--- config.mk ---
export PLATFORM = sky130hd
export DESIGN_NAME = ctps_div_cell
export DESIGN_NICKNAME = d
export VERILOG_FILES = /design/src/design/ctps_pkg.sv /design/src/design/ctps_div_cell.sv
export SDC_FILE = /design/constraint.sdc
export NUM_CORES = 2
export LEC_CHECK = 0
export BUFFER_PORTS_ARGS = -buffer_cell sky130_fd_sc_hd__buf_2
export CAP_MARGIN = 40
export CORE_AREA = 2 2 598 600
export DETAILED_ROUTE_END_ITERATION = 12
export DIE_AREA = 0 0 600 602
export PLACE_DENSITY_LB_ADDON = 0.1
export RECOVER_POWER = 25
export REMOVE_ABC_BUFFERS = 1
export SYNTH_ARGS = -nofsm -noshare
export SYNTH_HDL_FRONTEND = slang
export SYNTH_SLANG_ARGS = --single-unit
--- constraint.sdc ---
create_clock -name i_clk -period 6.3 [get_ports i_clk]
set_input_delay 0.63 -clock i_clk [delete_from_list [all_inputs] [get_ports i_clk]]
set_output_delay 0.63 -clock i_clk [all_outputs]
set_load 0.01 [all_outputs]
--- src/design/ctps_pkg.sv ---
// Shared types and constants for the circle tangent point select pipeline.
package ctps_pkg;

    localparam int SQ_STAGES  = 34;
    localparam int DIV_STAGES = 34;
    localparam int LANES      = 4;

    localparam logic signed [34:0] SAT_MAX = 35'sd2147483647;
    localparam logic signed [34:0] SAT_MIN = -35'sd2147483648;
    localparam logic [33:0]        Q_CAP   = 34'h2_0000_0000;

    typedef struct packed {
        logic signed [31:0] cx;
        logic signed [31:0] cy;
        logic signed [31:0] px;
        logic signed [31:0] py;
        logic               nx;
        logic               ny;
        logic               in_circle;
        logic               at_center;
    } t_ctx;

    typedef struct packed {
        t_ctx        ctx;
        logic [32:0] ax;
        logic [32:0] ay;
        logic [65:0] d;
        logic [61:0] r2;
        logic [63:0] rax;
        logic [63:0] ray;
    } t_sq_pass;

    typedef struct packed {
        t_sq_pass    p;
        logic [67:0] rad;
        logic [36:0] rem;
        logic [33:0] root;
    } t_sq;

    typedef struct packed {
        t_ctx                    ctx;
        logic [99:0]             dsh;
        logic [LANES-1:0][99:0]  rem;
        logic [LANES-1:0][33:0]  q;
        logic [LANES-1:0]        over;
        logic [LANES-1:0]        neg;
    } t_div;

endpackage

--- src/design/ctps_div_cell.sv ---
// One quotient-bit cell of the four-lane restoring divider.
module ctps_div_cell (
    input  logic          i_clk,
    input  logic          i_rst_n,
    input  logic          i_en,
    input  logic          i_valid,
    input  ctps_pkg::t_div i_d,
    output logic          o_valid,
    output ctps_pkg::t_div o_d
);
    import ctps_pkg::*;

    logic             r_v;
    t_div             r_d;
    t_div             n_d;
    logic [LANES-1:0] w_ge;

    always_comb begin
        n_d = i_d;
        for (int l = 0; l < LANES; l++) begin
            w_ge[l]    = i_d.rem[l] >= i_d.dsh;
            n_d.rem[l] = w_ge[l] ? (i_d.rem[l] - i_d.dsh) : i_d.rem[l];
            n_d.q[l]   = {i_d.q[l][32:0], w_ge[l]};
        end
        n_d.dsh = {1'b0, i_d.dsh[99:1]};
    end

    always_ff @(posedge i_clk) begin
        if (!i_rst_n) begin
            r_v <= 1'b0;
        end else if (i_en) begin
            r_v <= i_valid;
        end
    end

    always_ff @(posedge i_clk) begin
        if (i_en) begin
            r_d <= n_d;
        end
    end

    assign o_valid = r_v;
    assign o_d     = r_d;
endmodule

==> reports/qor.csv <==
metric;value;unit
crit_type;primary input to register;
fin_util;21.3;%
start_util;14.7;%
p_comb_share;30.9;%
relSlewSlack;-232;%
yosysTopAreaCell;edfxtp_1;
period_needed;5.74;ns
wl_per_cell;30.8;um
cp_common_cell;buf_4;
p_leak;31.4;nW
dp_cells;11800;
yosys.area.top_type_share;44.6;%
die_h;602;um
tightest_slew;4.99;ns
pwr-share-seq;33.0;%
synth_seq_cells;776;
rsz0062_at_grt;false;
layout.nets;8730;
grt_remaining_overflow;0;
vias;53100;
root_buffer;clkbuf_16;
wl;383000;um
hold_depth;3;
worst-r2r-setup-slack;5.16;ns
async_flop_share;0;%
crit_path_start_kind;primary input;
hold_class;primary input to register;
drt_pre_antenna_iters;6;
startpoint;i_d[553];
holdCritStartpoint;i_d[398];
cts_made_buffers;119;
post_synth_num_cell_types;91;
port_buffers;1551;
clock_skew;0;ns
holdPathEnd;o_d[398]$_DFFE_PP_;
cp_slowest_cell;o21ai_0;
final_cell_mix;buf_2, edfxtp_1, a21oi_1, nand2_1, nor2_1;
die_width;600;um
crit_chain;dlygate4sd3_1 > clkbuf_1 > inv_1 > buf_4 > ha_1 > nand3_1 > nor3_1 > o31ai_1 > buf_4 > a21oi_1 > nor2_1 > o21ai_0 > buf_4 > a21oi_1 > buf_4 > o311ai_0 > buf_4 > nand2_1 > o21ai_0 > a21o_4 > buf_12 > mux2_2;
htree_levels;3;
slowest_delay;0.55;ns
setup_tns;0;ns
stdcell_count;12400;
setup_viol;0;
drt-initial-drc-count;3919;
post-dp-hpwl;328000;um
drv_slew;256;
post-place-ws;0.241;ns
r2r_cells;3;
path_clk_slew;0.07;ns
power_density;269;nW/um^2
antenna_found_initial;206;
internal_power;0.0131;W
final_common_cell;buf_2;
ys_warn_count;0;
synth_edf_count;775;
ys_top_cells_by_area;edfxtp_1, ha_1, a21oi_1, o21ai_0, a21o_1;
drive_gt1_share;25.9;%
grt_pass1_wl;494000;um
clock_path_buffers;4;
grt_pass1_vias;52900;
rr_endpoint;o_valid$_SDFFE_PN0P_;
rows;219;
violations;capacitance limit, slew limit;
hold_violations;0;
area_growth;44.7;%
cts_tree;yes;
via_per_inst;4.27;
fill_cells;39400;
path_depth;22;
r2r_start;o_valid$_SDFFE_PN0P_;
fmax;174;MHz
maxCapViolCount;5;
ir_drop;0.218;mV
ios;1557;
gr-usage-all-layers;20.3;%
crit_path_end_kind;register;
ant_nets;0;
drc;0;
switching_power;0.00720;W
clockPowerShare;36.1;%
synthFlopType;edfxtp_1;
finalHoldWorstSlack;0.0877;ns
swShare;35.5;%
yosysSeqAreaShare;44.7;%
grt_max_degree;97;
syn_area;52100;um^2
die-area;361000;um^2
critPathMaxFanout;47;
cts_resized;0;
postSynthCellCount;5446;
crit_family;buffers and inverters;
cp_data_required_time;6.85;ns
gp_congestion;0.918;
crit_arrival;6.29;ns
cts.sinks;776;
setup_slack;0.564;ns
coreArea;355000;um^2
clkLatencyLatePin;0.84;ns
status;complete, but fails checks;
period_share;91.0;%
cp.buffers_inverters;9;
postSynthAreaPerCell;9.57;um^2
-- synth_stat cells (110+ instances only) --
library cell	number
nor2_1	487
xnor2_1	211
o21ai_0	381
a21o_1	251
edfxtp_1	775
xor2_1	164
nand4_1	159
inv_1	225
clkbuf_1	204
ha_1	400
o21bai_1	110
nand2_1	495
a21oi_1	774
-- worst max path at each step --
stage,slack (ns),to
after global placement,-0.19,o_d[351]$_DFFE_PP_
final,0.56,o_d[177]$_DFFE_PP_
after floorplan,-8.92,o_d[110]$_DFFE_PP_
after detailed placement,0.24,o_d[351]$_DFFE_PP_
after global routing,0.38,o_d[211]$_DFFE_PP_
after CTS,0.63,o_d[351]$_DFFE_PP_
-- worst min-delay path, cell delays in order --
cell,delay [ns]
buf_2,0.09
nand2_1,0.04
o21ai_0,0.07
-- power by group through the flow --
stage	combinational, W	clock, W	sequential (W)
after floorplan	0.00265	0	0.00701
final	0.00626	0.00732	0.00670
after global routing	0.00674	0.00778	0.00675
after detailed placement	0.00608	0	0.00680
after global placement	0.00611	0	0.00681
after CTS	0.00636	0.00765	0.00671
-- flip-flops by register name, summed over array words and instances (netlist names) --
signal,cells
o_valid,1
o_d,775
-- layout make-up --
type	instances	area [um^2]	share of cell area, %
flip-flops and latches	776	23300	30.9
clock buffers	138	3070	4.07
repair buffers	2254	14200	18.9
inverters	226	853	1.13
well taps	4751	5940	7.88
clock inverters	77	1020	1.35
diodes	44	110	0.146
multi-input cells	4169	26900	35.7
-- per-stage QoR --
step | power, W | cell area [um^2]
finish | 0.0203 | 75400
global route | 0.0213 | 75400
CTS | 0.0207 | 75500
detailed placement | 0.0129 | 67300
global placement | 0.0129 | 67200
floorplan | 0.00966 | 51000
-- logic make-up after synthesis --
logic type	count (synthesis)	synth area share, %
mux	39	0.830
xor+xnor	375	6.30
compound gates	1867	21.7
simple gates	1483	12.9
flops	776	44.7
buf+inv	501	3.84
other cells	1	0.00719
fa+ha+maj	404	9.75
-- what timing repair did --
action / CTS / global route
setup buffers: 0 / 0
endpoints found under the hold margin: 415 / 0
hold buffers: 416 / 0
-- routing by layer --
layer | vias to the layer above | wire [um] | track usage [%]
met5 | - | 460 | 0
met4 | 72 | 20600 | 9.43
met3 | 636 | 22400 | 4.16
met2 | 1983 | 197000 | 37.4
met1 | 25900 | 142000 | 21.9
li1 | 24500 | - | -
Power figures use the tool's default switching activity.
