===== config.mk =====
export PLATFORM = sky130hd
export DESIGN_NAME = ctps_sqrt_cell
export DESIGN_NICKNAME = d
export VERILOG_FILES = /design/src/design/ctps_pkg.sv /design/src/design/ctps_sqrt_cell.sv
export SDC_FILE = /design/constraint.sdc
export NUM_CORES = 1
export LEC_CHECK = 0
export ABC_AREA = 0
export BUFFER_PORTS_ARGS = -buffer_cell sky130_fd_sc_hd__clkbuf_2
export CAP_MARGIN = 15
export CORE_AREA = 5 5 457 459
export CTS_CLUSTER_DIAMETER = 50
export CTS_CLUSTER_SIZE = 16
export DETAILED_ROUTE_END_ITERATION = 12
export DIE_AREA = 0 0 462 464
export GPL_ROUTABILITY_DRIVEN = 0
export PLACE_DENSITY = 0.3
export RECOVER_POWER = 50
export SETUP_SLACK_MARGIN = 0.1
export SYNTH_ARGS = -nofsm -noshare
export SYNTH_HDL_FRONTEND = slang
export SYNTH_SLANG_ARGS = --single-unit

===== constraint.sdc =====
create_clock -name i_clk -period 2.9 [get_ports i_clk]
set_input_delay 0.145 -clock i_clk [delete_from_list [all_inputs] [get_ports i_clk]]
set_output_delay 0.145 -clock i_clk [all_outputs]
set_load 0.05 [all_outputs]

===== src/design/ctps_pkg.sv =====
// Shared types and constants for the circle tangent point select pipeline.
package ctps_pkg;

    localparam int SQ_STAGES  = 34;
    localparam int DIV_STAGES = 34;
    localparam int LANES      = 4;

    localparam logic signed [34:0] SAT_MAX = 35'sd2147483647;
    localparam logic signed [34:0] SAT_MIN = -35'sd2147483648;
    localparam logic [33:0]        Q_CAP   = 34'h2_0000_0000;

    typedef struct packed {
        logic signed [31:0] cx;
        logic signed [31:0] cy;
        logic signed [31:0] px;
        logic signed [31:0] py;
        logic               nx;
        logic               ny;
        logic               in_circle;
        logic               at_center;
    } t_ctx;

    typedef struct packed {
        t_ctx        ctx;
        logic [32:0] ax;
        logic [32:0] ay;
        logic [65:0] d;
        logic [61:0] r2;
        logic [63:0] rax;
        logic [63:0] ray;
    } t_sq_pass;

    typedef struct packed {
        t_sq_pass    p;
        logic [67:0] rad;
        logic [36:0] rem;
        logic [33:0] root;
    } t_sq;

    typedef struct packed {
        t_ctx                    ctx;
        logic [99:0]             dsh;
        logic [LANES-1:0][99:0]  rem;
        logic [LANES-1:0][33:0]  q;
        logic [LANES-1:0]        over;
        logic [LANES-1:0]        neg;
    } t_div;

endpackage


===== src/design/ctps_sqrt_cell.sv =====
// One digit cell of the pipelined integer square root.
module ctps_sqrt_cell (
    input  logic         i_clk,
    input  logic         i_rst_n,
    input  logic         i_en,
    input  logic         i_valid,
    input  ctps_pkg::t_sq i_d,
    output logic         o_valid,
    output ctps_pkg::t_sq o_d
);
    import ctps_pkg::*;

    logic        r_v;
    t_sq         r_d;
    t_sq         n_d;
    logic [36:0] w_rem2;
    logic [36:0] w_trial;
    logic        w_ge;

    always_comb begin
        w_rem2  = {i_d.rem[34:0], i_d.rad[67:66]};
        w_trial = {1'b0, i_d.root, 2'b01};
        w_ge    = w_rem2 >= w_trial;
        n_d      = i_d;
        n_d.rem  = w_ge ? (w_rem2 - w_trial) : w_rem2;
        n_d.root = {i_d.root[32:0], w_ge};
        n_d.rad  = {i_d.rad[65:0], 2'b00};
    end

    always_ff @(posedge i_clk) begin
        if (!i_rst_n) begin
            r_v <= 1'b0;
        end else if (i_en) begin
            r_v <= i_valid;
        end
    end

    always_ff @(posedge i_clk) begin
        if (i_en) begin
            r_d <= n_d;
        end
    end

    assign o_valid = r_v;
    assign o_d     = r_d;
endmodule


==> flow_metrics.tcl <==
set metrics [dict create \
    status "finished with violations" \
    violations "capacitance limit, slew limit" \
    ys_types 51 \
    cts_buffers 110 \
    portBuffers 1186 \
    ir_drop_mv 0.453 \
    crit_top_cell "o21ai_2" \
    synth-edff-count 591 \
    worstPathRequired_ns 3.35 \
    die_height_microns 464 \
    postSynthCellCount 985 \
    setup_violations 0 \
    routed_via_density 3.03 \
    wire_per_inst_microns 24.2 \
    period_share 0.938 \
    p_total_mw 30.3 \
    grt_max_degree 74 \
    grt_use_total 0.125 \
    tightest_slew_ns 2.03 \
    final.setup_skew_ns 0 \
    die_w_microns 462 \
    slowest_stage "dlygate4sd3_1" \
    met3_usage 0.0576 \
    nets 3607 \
    gr-total-overflow 0 \
    synth_common_cells "edfxtp_1, a21oi_1, nor2_1, inv_1, ha_1" \
    final_area_sq_um 40200 \
    grt_use_met1 0.138 \
    cp.arrival_ns 3.18 \
    cp_top_family "compound AO/OA/AOI/OAI gates" \
    fp-row-count 166 \
    final.min_clock_period_ns 2.72 \
    antenna_found_initial 90 \
    cpPeakStageDelay_ns 0.52 \
    clk_latency_ns 0.71 \
    drt-initial-drc-count 772 \
    met2_usage 0.215 \
    setup_ws_ns 0.179 \
    power.density_nw_per_um2 752 \
    dp_slack_ns -0.358 \
    first_global_vias 18800 \
    drcViolationCount 0 \
    finalHoldViolCount 0 \
    seq_area_frac_synth 0.873 \
    yosysWarnings 0 \
    power.leakage_nw 16.5 \
    holdWs_ns 0.136 \
    area_delta_synth_final_pct 97.7 \
    drt_wl_total_microns 140000 \
    finalSetupTns_ns 0 \
    start_kind "input port" \
    synth_top_area_frac 0.872 \
    first_pass_iters 5 \
    syn-mean-instance-area_sq_um 20.7 \
    fillers 22300 \
    grt_pass1_wl_microns 178000 \
    yosysTopAreaCell "edfxtp_1" \
    place_area_sq_um 30600 \
    cts_tree "yes" \
    core_area_sq_um 204000 \
    postRouteAntennaNets 0 \
    async_reset_ff_frac 0 \
    root_buffer "clkbuf_16" \
    cts.sinks 592 \
    start_util 0.0997 \
    h-tree-depth 3 \
    synth_top_cells_by_area "edfxtp_1, ha_1, a21oi_1, xnor2_1, mux2_4" \
    hold_path_class "input port to flop" \
    drv_cap 1 \
    worstSetupEndpointType "flop" \
    worst-path-buf-inv 6 \
    drv_slew 74 \
    rsz0062_at_grt "true" \
    drive_gt1_frac 0.450 \
    netlist_area_sq_um 20300 \
    criticalPathCategory "input port to flop" \
    ys_ff_latch 592 \
    crit_path_cell_trace "dlygate4sd3_1 > clkbuf_1 > inv_1 > ha_1 > a211oi_2 > o21ai_2 > a221oi_4 > a21oi_2 > o31a_1 > o21ai_2 > a21o_4 > inv_2 > buf_12 > buf_4 > nor2_1 > a21oi_1" \
    ys.flop_type "edfxtp_1" \
    io_pins 1191 \
    busiest_layer "met2" \
    yosysMostFrequentCell "edfxtp_1" \
    post-dp-hpwl_microns 118000 \
    num_vias 17500 \
    cts_buffer_depth 3 \
    fmax_mhz 367 \
    clk_pin_slew_ns 0.06 \
    die_area_sq_um 214000 \
    path_max_fanout 18 \
    slew_headroom -0.350 \
]
-- area by class of cell --
type                            instances  area [sq um]  area share
Sequential cell                       592         17800       0.442
Timing Repair Buffer                 1892         12600       0.313
Multi-Input combinational cell        335          2390      0.0594
Tap cell                             2688          3360      0.0836
Clock buffer                          118          2830      0.0703
Antenna cell                           20          50.0     0.00124
Inverter                               43           161     0.00401
Clock inverter                         88          1080      0.0269
-- layer usage --
metal | share of wire | routed length, microns | up-vias
li1 | - | - | 7892
met1 | 0.38 | 53200 | 8342
met2 | 0.48 | 67200 | 957
met3 | 0.11 | 15400 | 274
met4 | 0.027 | 3720 | 28
met5 | 0.0012 | 171 | -
-- registers in the layout, indices dropped and copies added, names as in the netlist --
signal and flops:
o_d 591, o_valid 1
-- path summary, 6_finish.rpt --
path | start | end | slack, ns | cells after the start
min reg2reg | o_valid | o_valid | 1.07 | 3
max | i_d[5] | o_d[50] | 0.18 | 16
max reg2reg | o_valid | o_valid | 1.75 | 3
min | i_d[397] | o_d[397] | 0.14 | 2
-- placed cells by master (no fill, tap or decap), types with 5 or more instances in the layout --
cell type	synthesis	routed
diode_2	0	20
clkinv_2	0	9
dlygate4sd3_1	0	593
inv_1	42	42
nand3_1	7	7
clkbuf_2	0	1064
nor2b_1	5	5
nand2_1	32	32
clkbuf_1	8	148
a21o_1	17	17
inv_6	0	16
and2_1	6	6
o21a_1	5	5
ha_1	36	35
clkinvlp_4	0	9
o21ai_0	20	14
bufinv_16	0	16
inv_8	0	17
edfxtp_1	591	591
clkinv_1	0	9
buf_12	0	6
a31oi_1	7	6
buf_4	2	83
a21oi_1	54	52
nor2_1	46	46
xor2_1	12	12
clkinv_4	0	10
clkbuf_16	0	112
xnor2_1	21	21
mux2_4	12	12
-- timing repair --
item                       CTS  global route
setup endpoints to repair    0            34
hold buffers               593             0
buffers inserted             0             2
hold endpoints to repair   631             0
gates resized for setup      0            21
-- report_power, final --
part | total [mW] | internal, mW | switching, mW
Sequential | 10.5 | 10.3 | 0.275
Clock | 13.8 | 8.64 | 5.15
Combinational | 5.92 | 1.65 | 4.27
-- worst register-to-register path: cells and delay by family (launching register included) --
kind          cells  cell delay [ns]
flops             1             0.31
simple gates      1             0.06
buf+inv           1             0.54
mux               1             0.13
-- kinds of logic (layout without fill, tap and decap cells) --
logic type / after synthesis / count (layout) / share of synthesized area
other cells: 1 / 22 / 0.000184
mux: 14 / 14 / 0.00984
simple gates: 116 / 116 / 0.0255
flops: 592 / 592 / 0.873
buf+inv: 59 / 2141 / 0.0129
fa+ha+maj: 36 / 36 / 0.0221
xor+xnor: 33 / 33 / 0.0142
compound gates: 134 / 134 / 0.0418
-- metrics by stage --
step                      instances  utilization
final                          5776        0.197
after global routing           5771        0.197
after CTS                      5754        0.198
after detailed placement       4955        0.150
after global placement         4955        0.150
after floorplan                 986            -
No activity file was read; power rests on OpenSTA's default activity.
